File: src/rtl/clt_pkg.sv
package clt_pkg;

  localparam int TOKEN_LIMIT = 64;
  localparam int WORD_LIMIT  = 256;

  localparam int CH_W  = 8;
  localparam int IDX_W = 6;
  localparam int TD_W  = $clog2(TOKEN_LIMIT);
  localparam int WL_W  = $clog2(WORD_LIMIT);

  localparam logic [CH_W-1:0] CH_NUL   = 8'h00;
  localparam logic [CH_W-1:0] CH_TAB   = 8'h09;
  localparam logic [CH_W-1:0] CH_CR    = 8'h0D;
  localparam logic [CH_W-1:0] CH_SPACE = 8'h20;
  localparam logic [CH_W-1:0] CH_AMP   = 8'h26;
  localparam logic [CH_W-1:0] CH_LT    = 8'h3C;
  localparam logic [CH_W-1:0] CH_GT    = 8'h3E;
  localparam logic [CH_W-1:0] CH_PIPE  = 8'h7C;

  typedef enum logic [1:0] {
    MODE_IDLE,
    MODE_WORD,
    MODE_PEND,
    MODE_SKIP
  } mode_e;

  typedef enum logic [2:0] {
    KIND_WORD   = 3'd0,
    KIND_PIPE   = 3'd1,
    KIND_IN     = 3'd2,
    KIND_OUT    = 3'd3,
    KIND_APPEND = 3'd4,
    KIND_BG     = 3'd5,
    KIND_END    = 3'd6
  } kind_e;

  typedef struct packed {
    kind_e             kind;
    logic [CH_W-1:0]   wchar;
    logic              tend;
    logic [IDX_W-1:0]  tidx;
    logic              last;
  } res_t;

  function automatic logic is_blank(input logic [CH_W-1:0] c);
    return (c == CH_SPACE) || (c inside {[CH_TAB:CH_CR]});
  endfunction

  function automatic logic is_delim(input logic [CH_W-1:0] c);
    return (c == CH_NUL) || is_blank(c) || (c == CH_PIPE) || (c == CH_LT) ||
           (c == CH_GT) || (c == CH_AMP);
  endfunction

endpackage

File: src/rtl/clt_if.sv
interface clt_in_if;
  import clt_pkg::*;

  logic            valid;
  logic            ready;
  logic [CH_W-1:0] ch;

  modport source (output valid, output ch, input ready);
  modport sink (input valid, input ch, output ready);
endinterface

interface clt_out_if;
  import clt_pkg::*;

  logic             valid;
  logic             ready;
  logic [2:0]       token_kind;
  logic [CH_W-1:0]  word_char;
  logic             token_closes;
  logic [IDX_W-1:0] token_index;
  logic             run_last;

  modport source (output valid, output token_kind, output word_char, output token_closes,
                  output token_index, output run_last, input ready);
  modport sink (input valid, input token_kind, input word_char, input token_closes,
                input token_index, input run_last, output ready);
endinterface

File: src/rtl/clt_step.sv
module clt_step
  import clt_pkg::*;
(
  input  logic            clk_i,
  input  logic            rst_ni,
  input  logic            take_i,
  input  logic [CH_W-1:0] ch_i,
  output res_t            res0_o,
  output res_t            res1_o,
  output logic [1:0]      count_o
);

  mode_e            mode_q, mode_d;
  logic [TD_W-1:0]  td_q, td_d;
  logic [WL_W-1:0]  wl_q, wl_d;

  function automatic mode_e fin_mode(input logic [TD_W-1:0] td);
    return (td >= TD_W'(TOKEN_LIMIT - 1)) ? MODE_SKIP : MODE_IDLE;
  endfunction

  function automatic res_t mk(input kind_e k, input logic [CH_W-1:0] c, input logic e,
                              input logic [TD_W-1:0] td);
    res_t r;
    r.kind  = k;
    r.wchar = c;
    r.tend  = e;
    r.tidx  = IDX_W'(td);
    r.last  = 1'b0;
    return r;
  endfunction

  mode_e            mode_a;
  logic [TD_W-1:0]  td_a;
  logic [WL_W-1:0]  wl_a;
  logic             va, vb, go_on, full;
  res_t             ra, rb;

  always_comb begin
    // first result: word close or the pending '>' resolution
    mode_a = mode_q;
    td_a   = td_q;
    wl_a   = wl_q;
    va     = 1'b0;
    ra     = '0;
    go_on  = 1'b1;
    if (mode_q == MODE_WORD && is_delim(ch_i)) begin
      va     = 1'b1;
      ra     = mk(KIND_WORD, CH_NUL, 1'b1, td_q);
      td_a   = td_q + TD_W'(1);
      wl_a   = '0;
      mode_a = fin_mode(td_a);
    end else if (mode_q == MODE_PEND) begin
      va     = 1'b1;
      ra     = mk((ch_i == CH_GT) ? KIND_APPEND : KIND_OUT, CH_NUL, 1'b1, td_q);
      td_a   = td_q + TD_W'(1);
      wl_a   = '0;
      mode_a = fin_mode(td_a);
      go_on  = (ch_i != CH_GT);
    end

    // second result: the character itself
    mode_d = mode_a;
    td_d   = td_a;
    wl_d   = wl_a;
    vb     = 1'b0;
    rb     = '0;
    full   = (wl_a >= WL_W'(WORD_LIMIT - 2));
    if (go_on) begin
      if (ch_i == CH_NUL) begin
        vb     = 1'b1;
        rb     = mk(KIND_END, CH_NUL, 1'b1, td_a);
        mode_d = MODE_IDLE;
        td_d   = '0;
        wl_d   = '0;
      end else if (mode_a == MODE_SKIP || is_blank(ch_i)) begin
        vb = 1'b0;
      end else if (ch_i == CH_PIPE || ch_i == CH_LT || ch_i == CH_AMP) begin
        vb     = 1'b1;
        rb     = mk((ch_i == CH_PIPE) ? KIND_PIPE : (ch_i == CH_LT) ? KIND_IN : KIND_BG,
                    CH_NUL, 1'b1, td_a);
        td_d   = td_a + TD_W'(1);
        wl_d   = '0;
        mode_d = fin_mode(td_d);
      end else if (ch_i == CH_GT) begin
        mode_d = MODE_PEND;
      end else begin
        vb = 1'b1;
        rb = mk(KIND_WORD, ch_i, full, td_a);
        if (full) begin
          // word hits the length cap: this character closes it
          td_d   = td_a + TD_W'(1);
          wl_d   = '0;
          mode_d = fin_mode(td_d);
        end else begin
          wl_d   = wl_a + WL_W'(1);
          mode_d = MODE_WORD;
        end
      end
    end

    res0_o      = va ? ra : rb;
    res1_o      = rb;
    res0_o.last = !(va && vb);
    res1_o.last = 1'b1;
    count_o     = {1'b0, va} + {1'b0, vb};
  end

  always_ff @(posedge clk_i or negedge rst_ni) begin
    if (!rst_ni) begin
      mode_q <= MODE_IDLE;
      td_q   <= '0;
      wl_q   <= '0;
    end else if (take_i) begin
      mode_q <= mode_d;
      td_q   <= td_d;
      wl_q   <= wl_d;
    end
  end

endmodule

File: src/rtl/clt_out.sv
module clt_out
  import clt_pkg::*;
(
  input  logic       clk_i,
  input  logic       rst_ni,
  input  logic       take_i,
  input  res_t       res0_i,
  input  res_t       res1_i,
  input  logic [1:0] count_i,
  output logic       room_o,
  clt_out_if.source  out_o
);

  res_t       slot0_q, slot1_q;
  logic [1:0] cnt_q;
  logic       pop;

  assign pop    = out_o.valid && out_o.ready;
  // take a new item only when the buffer is empty or empties this cycle
  assign room_o = (cnt_q == 2'd0) || (cnt_q == 2'd1 && out_o.ready);

  assign out_o.valid        = (cnt_q != 2'd0);
  assign out_o.token_kind   = slot0_q.kind;
  assign out_o.word_char    = slot0_q.wchar;
  assign out_o.token_closes = slot0_q.tend;
  assign out_o.token_index  = slot0_q.tidx;
  assign out_o.run_last     = slot0_q.last;

  always_ff @(posedge clk_i or negedge rst_ni) begin
    if (!rst_ni) begin
      cnt_q <= 2'd0;
    end else if (take_i) begin
      cnt_q <= count_i;
    end else if (pop) begin
      cnt_q <= cnt_q - 2'd1;
    end
  end

  always_ff @(posedge clk_i) begin
    if (take_i) begin
      slot0_q <= res0_i;
      slot1_q <= res1_i;
    end else if (pop) begin
      slot0_q <= slot1_q;
    end
  end

endmodule

File: src/rtl/command_line_tokenizer.sv
// Streaming shell command-line lexer. Each input item is one character; a zero
// byte ends the line, emits an END token and clears the lexer for the next line.
// Each character yields zero, one or two result items, built in the same cycle
// it is accepted and held in a two-entry result buffer. A character is taken
// every cycle as long as the sink takes results; a character that yields two
// results holds the input while the second result drains.
module command_line_tokenizer
  import clt_pkg::*;
(
  input  logic      clk_i,
  input  logic      rst_ni,
  clt_in_if.sink    in_i,
  clt_out_if.source out_o
);

  res_t       res0, res1;
  logic [1:0] count;
  logic       room;
  logic       take;

  assign in_i.ready = room;
  assign take       = in_i.valid && room;

  clt_step u_step (
    .clk_i   (clk_i),
    .rst_ni  (rst_ni),
    .take_i  (take),
    .ch_i    (in_i.ch),
    .res0_o  (res0),
    .res1_o  (res1),
    .count_o (count)
  );

  clt_out u_out (
    .clk_i   (clk_i),
    .rst_ni  (rst_ni),
    .take_i  (take),
    .res0_i  (res0),
    .res1_i  (res1),
    .count_i (count),
    .room_o  (room),
    .out_o   (out_o)
  );

endmodule

File: src/flat_wrapper.sv
// flat-port wrapper written by rule: the top's interface ports become plain ports
module command_line_tokenizer_flat import clt_pkg::*;
  (clk_i, rst_ni, in_i_valid, in_i_ch, in_i_ready, out_o_valid, out_o_token_kind, out_o_word_char, out_o_token_closes, out_o_token_index, out_o_run_last, out_o_ready);
  clt_in_if in_i_i ();
  clt_out_if out_o_i ();
  input  logic clk_i;
  input  logic rst_ni;
  input wire logic [$bits(in_i_i.valid)-1:0] in_i_valid;
  input wire logic [$bits(in_i_i.ch)-1:0] in_i_ch;
  output wire logic [$bits(in_i_i.ready)-1:0] in_i_ready;
  output wire logic [$bits(out_o_i.valid)-1:0] out_o_valid;
  output wire logic [$bits(out_o_i.token_kind)-1:0] out_o_token_kind;
  output wire logic [$bits(out_o_i.word_char)-1:0] out_o_word_char;
  output wire logic [$bits(out_o_i.token_closes)-1:0] out_o_token_closes;
  output wire logic [$bits(out_o_i.token_index)-1:0] out_o_token_index;
  output wire logic [$bits(out_o_i.run_last)-1:0] out_o_run_last;
  input wire logic [$bits(out_o_i.ready)-1:0] out_o_ready;
  assign in_i_i.valid = in_i_valid;
  assign in_i_i.ch = in_i_ch;
  assign in_i_ready = in_i_i.ready;
  assign out_o_valid = out_o_i.valid;
  assign out_o_token_kind = out_o_i.token_kind;
  assign out_o_word_char = out_o_i.word_char;
  assign out_o_token_closes = out_o_i.token_closes;
  assign out_o_token_index = out_o_i.token_index;
  assign out_o_run_last = out_o_i.run_last;
  assign out_o_i.ready = out_o_ready;
  command_line_tokenizer u_core (.clk_i(clk_i), .rst_ni(rst_ni), .in_i(in_i_i), .out_o(out_o_i));
endmodule
File: config.mk
export PLATFORM = sky130hd
export DESIGN_NAME = command_line_tokenizer_flat
export DESIGN_NICKNAME = d
export VERILOG_FILES = /design/src/rtl/clt_pkg.sv /design/src/rtl/clt_if.sv /design/src/rtl/clt_step.sv /design/src/rtl/clt_out.sv /design/src/rtl/command_line_tokenizer.sv /design/src/flat_wrapper.sv
export SDC_FILE = /design/constraint.sdc
export NUM_CORES = 1
export LEC_CHECK = 0
export BUFFER_PORTS_ARGS = -buffer_cell sky130_fd_sc_hd__buf_2
export CELL_PAD_IN_SITES_DETAIL_PLACEMENT = 0
export CELL_PAD_IN_SITES_GLOBAL_PLACEMENT = 1
export CORE_UTILIZATION = 45
export CTS_BUF_LIST = sky130_fd_sc_hd__clkbuf_8 sky130_fd_sc_hd__clkbuf_16
export DETAILED_ROUTE_END_ITERATION = 10
export HOLD_SLACK_MARGIN = 0.05
export PLACE_DENSITY_LB_ADDON = 0.15
export RECOVER_POWER = 100
export REMOVE_ABC_BUFFERS = 1
export SYNTH_ARGS = -nofsm -noshare
export SYNTH_HDL_FRONTEND = slang
export SYNTH_SLANG_ARGS = --single-unit
File: constraint.sdc
create_clock -name clk_i -period 5.16 [get_ports clk_i]
set_input_delay 0.258 -clock clk_i [delete_from_list [all_inputs] [get_ports clk_i]]
set_output_delay 0.258 -clock clk_i [all_outputs]
set_load 0.005 [all_outputs]
After elaboration in Yosys (flattened, before gate mapping) --
Cells that the tools add are included.
Storage, ports and cells: register bits after elaboration 55, input bits 12, output and inout bits 21, logic and storage cells 104
Operators by class: $add $sub $neg 5, $lt $le $gt $ge 5, eq/ne operators 10, multiplexer cells 50, reduce and logical (&&, ||, !) cells 21
Operators with widths (number):
- $mux W19 | 9
- $mux W8 | 8
- $mux W6 | 8
- $eq A8 B6 Y1 const B | 4
- $mux W2 | 12
- $mux W16 | 1
- $add A6 B1 Y6 const B | 2
- $ge A6 B6 Y1 const B | 2
- $logic_or A1 B1 Y1 | 10
- $mux W1 | 9
- $mux W3 | 3
- $add A8 B1 Y8 const B | 1
- $eq A8 B7 Y1 const B | 1
- $ge A8 B4 Y1 const B | 1
- $ge A8 B8 Y1 const B | 1
- $le A8 B4 Y1 const B | 1
- $logic_not A8 Y1 | 1
- $ne A8 B6 Y1 const B | 1
- $logic_and A1 B1 Y1 | 6
- $eq A2 B1 Y1 const B | 2
- $eq A2 B2 Y1 const B | 2
- $reduce_bool A2 Y1 | 2
- $add A1 B1 Y2 | 1
- $logic_not A2 Y1 | 1
- other kinds (2) | 2

Longest topological paths before layout --
Gate-level depths: netlist (run 1).
word-level depth 19, depth in mapped cells 18, mapped depth without buffers 17

By module --
A second synthesis (run 1) with hierarchy kept.
Unflattened totals: cells, all modules 363, area, all modules 3664.8 µm²
Modules (own cells, without submodules):
- clt_step | times used 1, cells an instance 284, area an instance 2120.8 µm², seq. area each 400.4 µm²
- clt_out | times used 1, cells an instance 78, area an instance 1537.7 µm², seq. area each 1191.1 µm²
- command_line_tokenizer | times used 1, cells an instance 1, area an instance 6.3 µm², seq. area each 0.0 µm²

Least setup slack after synthesis (run 1) --
Ideal clock, no wire load.
path kind in2reg, from input in_i_ch[1], to register u_core.u_step.wl_q[4], library setup time 121 ps, arrival 3332 ps, path slack 1707 ps, stages 17, path buffers 2, cells stage by stage buf_2 > nor4_1 > nand2_1 > and3_4 > a21oi_1 > nor2_1 > clkbuf_1 > nand2_1 > ha_1 > nor2_1 > nor4_1 > o21ai_0 > o21ai_0 > nand2_1 > nand4_1 > o21ai_0 > a22o_1
Between the ends: cells in the longest elaborated chain, start to end 17, elaborated cells on any way between the ends 33, classes of those cells 1 x add/sub; 3 x order compare; 7 x eq/ne; 10 x mux; 12 x reduce/logical
Ends and longest elaborated chain:
- start: declaration | RTL line flat_wrapper.sv:9 | input wire logic [$bits(in_i_i.ch)-1:0] in_i_ch;
- $ge A8 B4 Y1 / $le A8 B4 Y1 (equally long branches) | RTL line clt_pkg.sv:46 | return (c == CH_SPACE) || (c inside {[CH_TAB:CH_CR]});
- $logic_and A1 B1 Y1 | RTL line clt_pkg.sv:46
- $logic_or A1 B1 Y1 | RTL line clt_pkg.sv:46
- $logic_or A1 B1 Y1 (4 in series) | RTL line clt_pkg.sv:50 | return (c == CH_NUL) || is_blank(c) || (c == CH_PIPE) || (c == CH_LT) ||
- $logic_or A1 B1 Y1 | RTL line clt_pkg.sv:51 | (c == CH_GT) || (c == CH_AMP);
- $logic_and A1 B1 Y1 | RTL line clt_step.sv:46 | if (mode_q == MODE_WORD && is_delim(ch_i)) begin
- $mux W8 | RTL line clt_step.sv:46
- $add A8 B1 Y8 / $ge A8 B8 Y1 (equally long branches) | RTL line clt_step.sv:95, clt_step.sv:67
- $mux W8 | RTL line clt_step.sv:89 | if (full) begin
- $mux W8 | RTL line clt_step.sv:84 | end else if (ch_i == CH_GT) begin
- $mux W8 | RTL line clt_step.sv:77 | end else if (ch_i == CH_PIPE || ch_i == CH_LT || ch_i == CH_AMP) begin
- $mux W8 | RTL line clt_step.sv:75 | end else if (mode_a == MODE_SKIP || is_blank(ch_i)) begin
- $mux W8 | RTL line clt_step.sv:69 | if (ch_i == CH_NUL) begin
- $mux W8 * | RTL line clt_step.sv:68 | if (go_on) begin
- end signal: assignment | RTL line clt_step.sv:116 | wl_q <= wl_d;
- end: declaration | RTL line clt_step.sv:15 | logic [WL_W-1:0] wl_q, wl_d;
Mark *: on every way between the ends. The rest lies on a longest branch, timed or not. A chain may end at the register's enable or synchronous reset.

Worst setup path after layout (run 1) --
from register u_core.u_step.mode_q[0], to register u_core.u_step.wl_q[4]
Between the ends: cells in the longest elaborated chain, start to end 10, elaborated cells on any way between the ends 19, classes of those cells 1 x add/sub; 1 x order compare; 3 x eq/ne; 12 x mux; 2 x reduce/logical
Ends and longest elaborated chain:
- start: declaration | RTL line clt_step.sv:13 | mode_e mode_q, mode_d;
- start signal: assignment | RTL line clt_step.sv:114 | mode_q <= mode_d;
- $eq A2 B2 Y1 / $eq A2 B1 Y1 (equally long branches) | RTL line clt_step.sv:52, clt_step.sv:46
- $mux W8 / $logic_and A1 B1 Y1 (equally long branches) | RTL line clt_step.sv:52, clt_step.sv:46
- $mux W8 | RTL line clt_step.sv:46
- $add A8 B1 Y8 / $ge A8 B8 Y1 (equally long branches) | RTL line clt_step.sv:95, clt_step.sv:67
- $mux W8 | RTL line clt_step.sv:89
- $mux W8 | RTL line clt_step.sv:84
- $mux W8 | RTL line clt_step.sv:77
- $mux W8 | RTL line clt_step.sv:75
- $mux W8 | RTL line clt_step.sv:69
- $mux W8 * | RTL line clt_step.sv:68
Marked as above.

==> metrics, run 1 <==
status=complete, but fails checks; failing checks=capacitance limit, slew limit; Switching Share=0.412; worst setup path end=u_core.u_step.wl_q[4]$_DFFE_PN0P_; gpl congestion=0.917; Synth Cell Area=0.00329 sq mm; metal2 WL=3.79 mm; Layout area overhead=9.74%; initial antenna violation count=0; die width=87.5 um; sw power=0.000705 W; #FFs+latches synth=55; sequential power share=0.448; Core Footprint=0.00694 sq mm; Initial DRT Pass Iterations=4; Synth Area in Adders=0.0411; internal cell power=0.00101 W; worst skew pair latency=0.31 ns; Hold-fix buffers, CTS=1; Seq/Total Area, Yosys=0.475; htree depth=2; Slew Viols, Final=73; Max Cap Violations=2; post-layout minimum cycle time=4.53 ns; HPWL Detailed=5.80 mm; Worst Setup SP=u_core.u_step.mode_q[0]$_DFFE_PN0P_; total power=0.00171 W; DIE AREA=0.00766 sq mm; Root Driver=clkbuf_8; setup slack at placement=0.763 ns; RR Startpoint=u_core.u_step.mode_q[0]$_DFFE_PN0P_; Post-synth ARST share=0.327; most common cell in the synthesized netlist=nand2_1; maximum vdd drop=0.192 mV; Die Ht=87.5 um; Gate Count Post-Synth=348; critical path type=register to register; Wirelength per Cell=17.2 um; Worst-Margin Slew=1.90 ns; postcts setup bufs=0; type of the most critical hold path=primary input to register; largest net degree at the start of global routing=40; wl on met1=3.85 mm; Clock Skews=0.00932 ns; most frequent cells after synthesis=nand2_1, edfxtp_1, nor2_1; combinational group share of total power=0.413; RSZ-0062 raised after global routing=false; Max Used Layer=met4; clock power share=0.139; final count of hold timing violations=0; slack of the critical path=0.628 ns; Post-synth EDFFs=37; Critical Path RT=5.37 ns; relative slew slack=-0.264; Avg Cell Area, Syn=9.45 sq um; initial core utilization=0.474; Leakage=1.38 nW; CTS tree=done; Yosys top cell area share=0.338; post-synthesis xor/xnor area fraction=0.0186; fin cells=475; Synth Area in Simple Gates=0.247; CP Launch Type=register; post-cts resize count=0; largest area contributor in the netlist=edfxtp_1; Synth cell types=62; Nets=400; first-pass GRT wire length=13.3 mm; Reg2Reg Depth=16; Congestion Overflow GR=0; TNS Setup=0 ns; total CTS buffers=5; R2R Setup Slk=0.63 ns; largest family of logic cells by synthesized area=simple AND/OR/NAND/NOR gates; PwrDens=475 mW/mm^2; clock buffer depth=2; Top FF cell, synth=edfxtp_1; endpoints failing setup=0; Detail Route Antenna Nets=0; crit path max fanout=12; Global Route Usage Sum=0.231; Finished Core Util=0.520; via count=2,745; Synth Area in Compound Gates=0.170; r2r endpoint=u_core.u_step.wl_q[4]$_DFFE_PN0P_; num ports=33; vias in the first global route=2,659; DR iter-0 viols=169; placed cells=466; final WL=8.18 mm; Row Count=30; multiplexer area fraction after synthesis=0.0129; clock-pin slew on the worst setup and hold paths=0.10 ns; met3 wire length=401 um; final worst path period share=0.878; port buffer count=32; Residual DRC=0; fmax=221 MHz; clk sinks=55; Critical Path Sink Type=register; Worst Path Arrival=4.74 ns; via/cell ratio=5.78; YS warnings=0; # diodes=0; share of layout cells above drive strength 1=0.106; main area contributors after synthesis=edfxtp_1, dfrtp_1, nand2_1, o21ai_0, ha_1
## critical path, cell delays in order, from the launching register on
cell,delay [ns]
dfrtp_1,0.57
nand2b_1,0.42
clkinv_1,0.43
nor2_1,0.19
buf_4,0.21
clkinv_1,0.08
buf_4,0.16
nor2_1,0.16
ha_1,0.18
nor2_1,0.04
nor4_1,0.29
o21ai_0,0.13
o21ai_0,0.43
nand2_1,0.33
nand4_1,0.33
o21ai_0,0.15
a22o_1,0.31
## how the worst min path moves through the flow
stage                from                                        end  depth (start not counted)
2_1_floorplan      rst_ni          u_core.u_out.cnt_q[0]$_DFFE_PN0P_                          0
3_3_place_gp       rst_ni        u_core.u_step.mode_q[1]$_DFFE_PN0P_                          1
3_5_place_dp       rst_ni        u_core.u_step.mode_q[1]$_DFFE_PN0P_                          1
4_1_cts        in_i_ch[5]  u_core.u_out.out_o.word_char[5]$_DFFE_PP_                          3
5_1_grt        in_i_ch[0]          u_core.u_out.slot1_q[8]$_DFFE_PP_                          2
6_report       in_i_ch[4]  u_core.u_out.out_o.word_char[4]$_DFFE_PP_                          3
## stage by stage
step	hold WS, ns	cell area [sq um]
global placement	0.232	3540
CTS	0.326	3640
detailed placement	0.233	3540
floorplan	-0.0376	3230
global route	0.338	3610
finish	0.332	3610
## logic make-up after synthesis
logic type               Yosys count
AO/OA/AOI/OAI                     83
XOR/XNOR                           7
adder cells (fa/ha/maj)           11
buffers and inverters             30
flip-flops                        55
multiplexers                       4
AND/OR/NAND/NOR                  158
## power by group through the flow
stage | sequential (W) | combinational (W) | clock (W)
detailed placement | 0.000771 | 0.000719 | 0
global placement | 0.000767 | 0.000706 | 0
finish | 0.000767 | 0.000708 | 0.000239
CTS | 0.000761 | 0.000724 | 0.000244
global route | 0.000788 | 0.000808 | 0.000254
floorplan | 0.000747 | 0.000477 | 0
## flip-flops by register name, summed over array words and instances, names as in the netlist
name / count
u_core.u_out.slot1_q: 18
u_core.u_step.mode_q: 2
u_core.u_out.out_o.token_index: 6
u_core.u_step.td_q: 6
u_core.u_out.cnt_q: 2
u_core.u_out.out_o.run_last: 1
u_core.u_out.out_o.word_char: 8
u_core.u_step.wl_q: 8
u_core.u_out.out_o.token_kind: 3
u_core.u_out.out_o.token_closes: 1
## metal layers
layer,vias to the layer above,global-route usage
met5,-,0
met4,0,0.0805
met1,1320,0.327
met3,13,0.0341
met2,70,0.359
li1,1342,-
## layout by cell type, fill, tap and decap left out, types with 5 or more instances in the layout
cell type | synthesis | routed
inv_1 | 14 | 15
clkbuf_8 | 0 | 5
and3_1 | 7 | 7
and2_1 | 7 | 5
xnor2_1 | 5 | 5
nand2_1 | 52 | 52
ha_1 | 10 | 10
a22o_1 | 7 | 7
nand3_1 | 15 | 15
nand4_1 | 6 | 6
nor4_1 | 5 | 5
o21ai_0 | 29 | 30
dfrtp_1 | 18 | 18
nor2_1 | 32 | 32
nor3_1 | 7 | 7
clkbuf_1 | 9 | 14
edfxtp_1 | 37 | 37
buf_2 | 5 | 20
a21oi_1 | 14 | 14
## final cells by class
cell class	instances	area, sq um
clock inverters	3	16.3
well taps	96	120
clock buffers	5	68.8
flip-flops and latches	55	1560
fillers	652	3330
inverters	16	60.1
repair buffers	37	178
multi-input cells	263	1610
Note: power is estimated with default switching activity, not from simulation.
==> inputs of run 2 (changes only) <==
--- a/config.mk
+++ b/config.mk
@@ -14,7 +14,6 @@
 export HOLD_SLACK_MARGIN = 0.05
 export PLACE_DENSITY_LB_ADDON = 0.15
 export RECOVER_POWER = 100
-export REMOVE_ABC_BUFFERS = 1
 export SYNTH_ARGS = -nofsm -noshare
 export SYNTH_HDL_FRONTEND = slang
 export SYNTH_SLANG_ARGS = --single-unit
==> metrics, run 2 (synthesized netlist as in run 1, its figures left out) <==
Buf/Inv on CP=4 (unchanged); initial core utilization=0.474 (unchanged); final WL=8.19 mm (+0.17%); Finished Core Util=0.519 (-0.00126); final worst path period share=0.854 (-0.0239); critical-path cell list=nand2b_1, clkinv_1, nor2_1, buf_4, clkinv_1, clkbuf_1, nor2_1, ha_1, nor2_1, nor4_1, o21ai_0, o21ai_0, nand2_1, nand4_1, o21ai_0, a22o_1; endpoints failing setup=0 (unchanged); PwrDens=474 mW/mm^2 (-0.21%); most frequent cells in the layout=nand2_1, edfxtp_1, nor2_1; DR iter-0 viols=224 (+33%); final count of hold timing violations=0 (unchanged); Critical Path RT=5.36 ns (about the same); area taken by multi-input logic gates=0.00161 sq mm (unchanged); gpl congestion=0.872 (-5.0%); Reg2Reg Depth=16 (unchanged); share of layout cells above drive strength 1=0.0842 (-0.0213); status=complete, but fails checks; htree depth=2 (unchanged); most common cell after layout, fill and taps aside=nand2_1; TNS Setup=0 ns (unchanged); clock-pin slew on the worst setup and hold paths=0.10 ns (about the same); post-cts resize count=0 (unchanged); Nets=401 (+0.25%); clock buffer depth=2 (unchanged); delay of the slowest critical-path stage=0.54 ns (-0.03 ns); Global Route Usage Sum=0.227 (-0.00329); Final Cell Area=0.00360 sq mm (-0.24%); largest net degree at the start of global routing=40 (unchanged); vias in the first global route=2,612 (-1.8%); Congestion Overflow GR=0 (unchanged); total CTS buffers=5 (unchanged); Die Ht=87.5 um (unchanged); RSZ-0062 raised after global routing=false; Largest Register=u_core.u_out.slot1_q; Hold WS=0.353 ns (+0.0214 ns); worst skew pair latency=0.30 ns (about the same); # diodes=0 (unchanged); HPWL Detailed=5.82 mm (+0.46%); post-layout minimum cycle time=4.41 ns (-0.123 ns); type of the most critical hold path=primary input to register; Initial DRT Pass Iterations=5 (+1); CP top delay family=simple AND/OR/NAND/NOR gates; die width=87.5 um (unchanged); filler cell count=678 (+4.0%); num ports=33 (unchanged); CP Launch Type=register; Slowest-stage cell, CP=dfrtp_1; DIE AREA=0.00766 sq mm (unchanged); Row Count=30 (unchanged); Worst-Margin Slew=1.90 ns (+0.00256 ns); Slew Viols, Final=40 (-45%); Critical Path Sink Type=register; relative slew slack=-0.266 (-0.00171); Wirelength per Cell=17.2 um (about the same); Core Footprint=0.00694 sq mm (unchanged); Max Cap Violations=1 (-1); first-pass GRT wire length=13.3 mm (-0.52%); Layout area overhead=9.47%; initial antenna violation count=0 (unchanged); via/cell ratio=5.92 (+2.5%); Hold Crit Depth=2 (-1); Residual DRC=0 (unchanged); crit path max fanout=12 (unchanged); fmax=227 MHz (+2.8%); Placed Area=0.00355 sq mm (+0.21%); via count=2,820 (+2.7%); Worst Path Arrival=4.60 ns (-0.14 ns); port buffer count=32 (unchanged); clk sinks=55 (unchanged); failing checks=capacitance limit, slew limit; critical path type=register to register; Worst path depth=16 (unchanged); CTS tree=done; Largest register FFs=18 (unchanged); Root Driver=clkbuf_8; Syn Nets=370; maximum vdd drop=0.177 mV (-7.9%); Detail Route Antenna Nets=0 (unchanged); Clock Skews=0.0120 ns (+0.00272 ns); FF+latch area=0.00156 sq mm (unchanged); Leakage=1.36 nW (-1.5%)
## run 2: cell types whose count changed in the layout (fill, tap and decap cells not counted)
cell	change
clkbuf_1	+9
buf_2	-7
buf_4	-1
and2_1	+1
and2_0	-1
## run 2: area by class of cell
type	count	share of cell area
sequential	55	0.434
clock buffer	5	0.0191
inverter	16	0.0167
tap	96	0.0334
timing repair buffer	38	0.0469
multi-input combinational	263	0.446
clock inverter	3	0.00452
## run 2: power breakdown
group | internal (W) | switching (W)
Clock | 0.0000934 | 0.000137
Combinational | 0.000256 | 0.000449
Sequential | 0.000651 | 0.000119
Total | 0.00100 | 0.000705
## run 2: path summary, 6_finish.rpt
check / startpoint / endpoint / slack (ns)
worst max-delay path: u_core.u_step.mode_q[0]$_DFFE_PN0P_ / u_core.u_step.wl_q[4]$_DFFE_PN0P_ / 0.75
worst min-delay path: in_i_ch[7] / u_core.u_out.slot1_q[15]$_DFFE_PP_ / 0.35
worst max register to register: u_core.u_step.mode_q[0]$_DFFE_PN0P_ / u_core.u_step.wl_q[4]$_DFFE_PN0P_ / 0.75
worst min register to register: u_core.u_out.cnt_q[1]$_DFFE_PN0P_ / u_core.u_out.cnt_q[1]$_DFFE_PN0P_ / 0.49
max in group asynchronous: rst_ni / u_core.u_step.wl_q[0]$_DFFE_PN0P_ / 3.77
min in group asynchronous: rst_ni / u_core.u_step.td_q[4]$_DFFE_PN0P_ / 0.70
## run 2: timing repair
item                      4_1_cts  5_1_grt
hold buffers                    1        0
buffers inserted                0        0
hold endpoints to repair       18        0
## run 2: routing by layer
metal  share of wire  GRT usage  vias up  wire (um)
met3           0.043     0.0218        8        353
met4           0.015     0.0686        0        120
li1                -          -     1346          -
met2            0.46      0.364       99       3770
met5               0          0        -          0
met1            0.48      0.326     1367       3950
## run 2: stage by stage
stage | cells | total power (W) | setup slack (ns)
after floorplan | 348 | 0.00125 | 1.71
after global placement | 467 | 0.00148 | 1.05
after detailed placement | 467 | 0.00149 | 0.952
after CTS | 476 | 0.00172 | 0.963
after global routing | 476 | 0.00184 | 0.344
final | 476 | 0.00171 | 0.751
==> inputs of run 3 (changes only) <==
--- a/config.mk
+++ b/config.mk
@@ -8,7 +8,7 @@
 export BUFFER_PORTS_ARGS = -buffer_cell sky130_fd_sc_hd__buf_2
 export CELL_PAD_IN_SITES_DETAIL_PLACEMENT = 0
 export CELL_PAD_IN_SITES_GLOBAL_PLACEMENT = 1
-export CORE_UTILIZATION = 45
+export CORE_UTILIZATION = 41
 export CTS_BUF_LIST = sky130_fd_sc_hd__clkbuf_8 sky130_fd_sc_hd__clkbuf_16
 export DETAILED_ROUTE_END_ITERATION = 10
 export HOLD_SLACK_MARGIN = 0.05
==> constraint.sdc (replaced) <==
create_clock -name clk_i -period 3.99 [get_ports clk_i]
set_input_delay 0.1995 -clock clk_i [delete_from_list [all_inputs] [get_ports clk_i]]
set_output_delay 0.1995 -clock clk_i [all_outputs]
set_load 0.005 [all_outputs]
==> metrics, run 3 (synthesized netlist as in run 1, its figures left out) <==
Wirelength per Cell=17.0 um (-1.1%); PwrDens=609 mW/mm^2 (+28%); Layout area overhead=12.7%; Clock Skews=0.00729 ns (-0.00474 ns); Root Driver=clkbuf_8; Buf/Inv on CP=3 (-1); total CTS buffers=5 (unchanged); delay of the slowest critical-path stage=0.52 ns (-0.02 ns); area taken by multi-input logic gates=0.00161 sq mm (unchanged); Die Ht=91.6 um (+4.7%); Slowest-stage cell, CP=or4b_1; vias in the first global route=2,622 (+0.38%); relative slew slack=0.239 (+0.504); HPWL Detailed=5.91 mm (+1.5%); final worst path period share=0.900; type of the most critical hold path=primary input to register; Global Route Usage Sum=0.212 (-0.0151); Leakage=1.44 nW (+5.9%); Max Cap Violations=0 (-1); Row Count=32 (+6.7%); fmax=279 MHz; Critical Path Sink Type=register; htree depth=2 (unchanged); via count=2,789 (-1.1%); clock buffer depth=2 (unchanged); CTS tree=done; most frequent cells in the layout=nand2_1, edfxtp_1, nor2_1; maximum vdd drop=0.199 mV (+13%); RSZ-0062 raised after global routing=false; Finished Core Util=0.480 (-0.0386); gpl congestion=0.868 (-0.36%); Worst Path Arrival=3.83 ns (-0.77 ns); Critical Path RT=4.23 ns (-1.13 ns); clk sinks=55 (unchanged); status=completed; post-layout minimum cycle time=3.59 ns; FF+latch area=0.00156 sq mm (unchanged); Initial DRT Pass Iterations=4 (-1); critical-path cell list=buf_2, or4b_1, a21oi_1, o21ai_2, a21oi_1, nor2_1, buf_4, nand2_1, ha_1, nor2_1, nor4_1, o21ai_0, o21ai_0, nand2_1, buf_4, nor2_1, nor4b_1, a211oi_1, o21ai_0; worst skew pair latency=0.32 ns (+0.02 ns); Slew Viols, Final=0 (-100%); initial core utilization=0.426 (-0.0480); share of layout cells above drive strength 1=0.136 (+0.0513); CP top delay family=simple AND/OR/NAND/NOR gates; port buffer count=32 (unchanged); Syn Nets=370 (unchanged); Largest Register=u_core.u_out.slot1_q; Core Footprint=0.00773 sq mm (+11%); DIE AREA=0.00839 sq mm (+9.5%); initial antenna violation count=0 (unchanged); Worst-Margin Slew=1.14 ns (-0.757 ns); most common cell after layout, fill and taps aside=nand2_1; DR iter-0 viols=215 (-4.0%); Detail Route Antenna Nets=0 (unchanged); final count of hold timing violations=0 (unchanged); first-pass GRT wire length=13.7 mm (+3.1%); num ports=33 (unchanged); largest net degree at the start of global routing=40 (unchanged); via/cell ratio=5.66 (-4.5%); critical path type=primary input to register; endpoints failing setup=0 (unchanged); Nets=412 (+2.7%); final WL=8.39 mm (+2.4%); TNS Setup=0 ns (unchanged); clock-pin slew on the worst setup and hold paths=0.10 ns (about the same); Congestion Overflow GR=0 (unchanged); R2R Setup Slk=0.54 ns (-0.21 ns); # diodes=0 (unchanged); Largest register FFs=18 (unchanged); crit path max fanout=13 (+1); Residual DRC=0 (unchanged); filler cell count=774 (+14%); die width=91.6 um (+4.7%); CP Launch Type=primary input
## run 3: cell count changes in the layout (fill, tap and decap cells not counted)
cell	before	now
buf_4	1	12
clkbuf_1	23	14
buf_2	13	22
clkinvlp_4	1	0
and2_1	6	5
inv_1	15	14
inv_6	0	1
clkinv_4	0	1
and2_0	1	2
## run 3: area by class of cell
type,instances,share of cell area
Tap cell,102,0.0344
Clock inverter,3,0.00607
Inverter,16,0.0162
Clock buffer,5,0.0186
Timing Repair Buffer,49,0.0709
Multi-Input combinational cell,263,0.433
Sequential cell,55,0.421
## run 3: where the power goes
part	total, W	internal, W	switching (W)
Combinational	0.000944	0.000363	0.000581
Clock	0.000324	0.000126	0.000197
Sequential	0.000990	0.000840	0.000150
## run 3: path summary, 6_finish.rpt
path                                                      from                            endpoint  cells past startpoint
min in group asynchronous                               rst_ni   u_core.u_out.cnt_q[0]$_DFFE_PN0P_                      2
setup reg to reg           u_core.u_step.mode_q[1]$_DFFE_PN0P_   u_core.u_step.td_q[5]$_DFFE_PN0P_                     16
max in group asynchronous                               rst_ni   u_core.u_step.wl_q[2]$_DFFE_PN0P_                      2
hold reg to reg              u_core.u_out.cnt_q[1]$_DFFE_PN0P_   u_core.u_out.cnt_q[1]$_DFFE_PN0P_                      1
setup / recovery                                    in_i_ch[1]   u_core.u_step.td_q[5]$_DFFE_PN0P_                     19
hold / removal                                      in_i_ch[7]  u_core.u_out.slot1_q[15]$_DFFE_PP_                      2
## run 3: what timing repair did
| action | 4_1_cts | 5_1_grt |
|---|---|---|
| setup endpoints to repair | 0 | 0 |
| setup buffers | 0 | 0 |
| hold endpoints to repair | 18 | 0 |
| resized for setup | 0 | 0 |
| hold buffers | 1 | 0 |
## run 3: through the flow
| stage | cell area, sq um | hold slack, ns | power (W) | setup WS [ns] | instances |
|---|---|---|---|---|---|
| finish | 3710 | 0.255 | 0.00226 | 0.400 | 493 |
| global route | 3710 | 0.278 | 0.00244 | 0.136 | 493 |
| CTS | 3740 | 0.250 | 0.00229 | 0.508 | 493 |
| detailed placement | 3640 | 0.186 | 0.00196 | 0.211 | 484 |
| global placement | 3640 | 0.182 | 0.00196 | 0.328 | 484 |
| floorplan | 3290 | -0.0961 | 0.00161 | 0.595 | 348 |
## run 3: metal layers
metal / track usage / wire length [um] / part of all wire
met2: 0.330 / 3720 / 0.44
met4: 0.0714 / 187 / 0.022
met3: 0.0276 / 428 / 0.051
met1: 0.304 / 4050 / 0.48
met5: 0 / 0 / 0
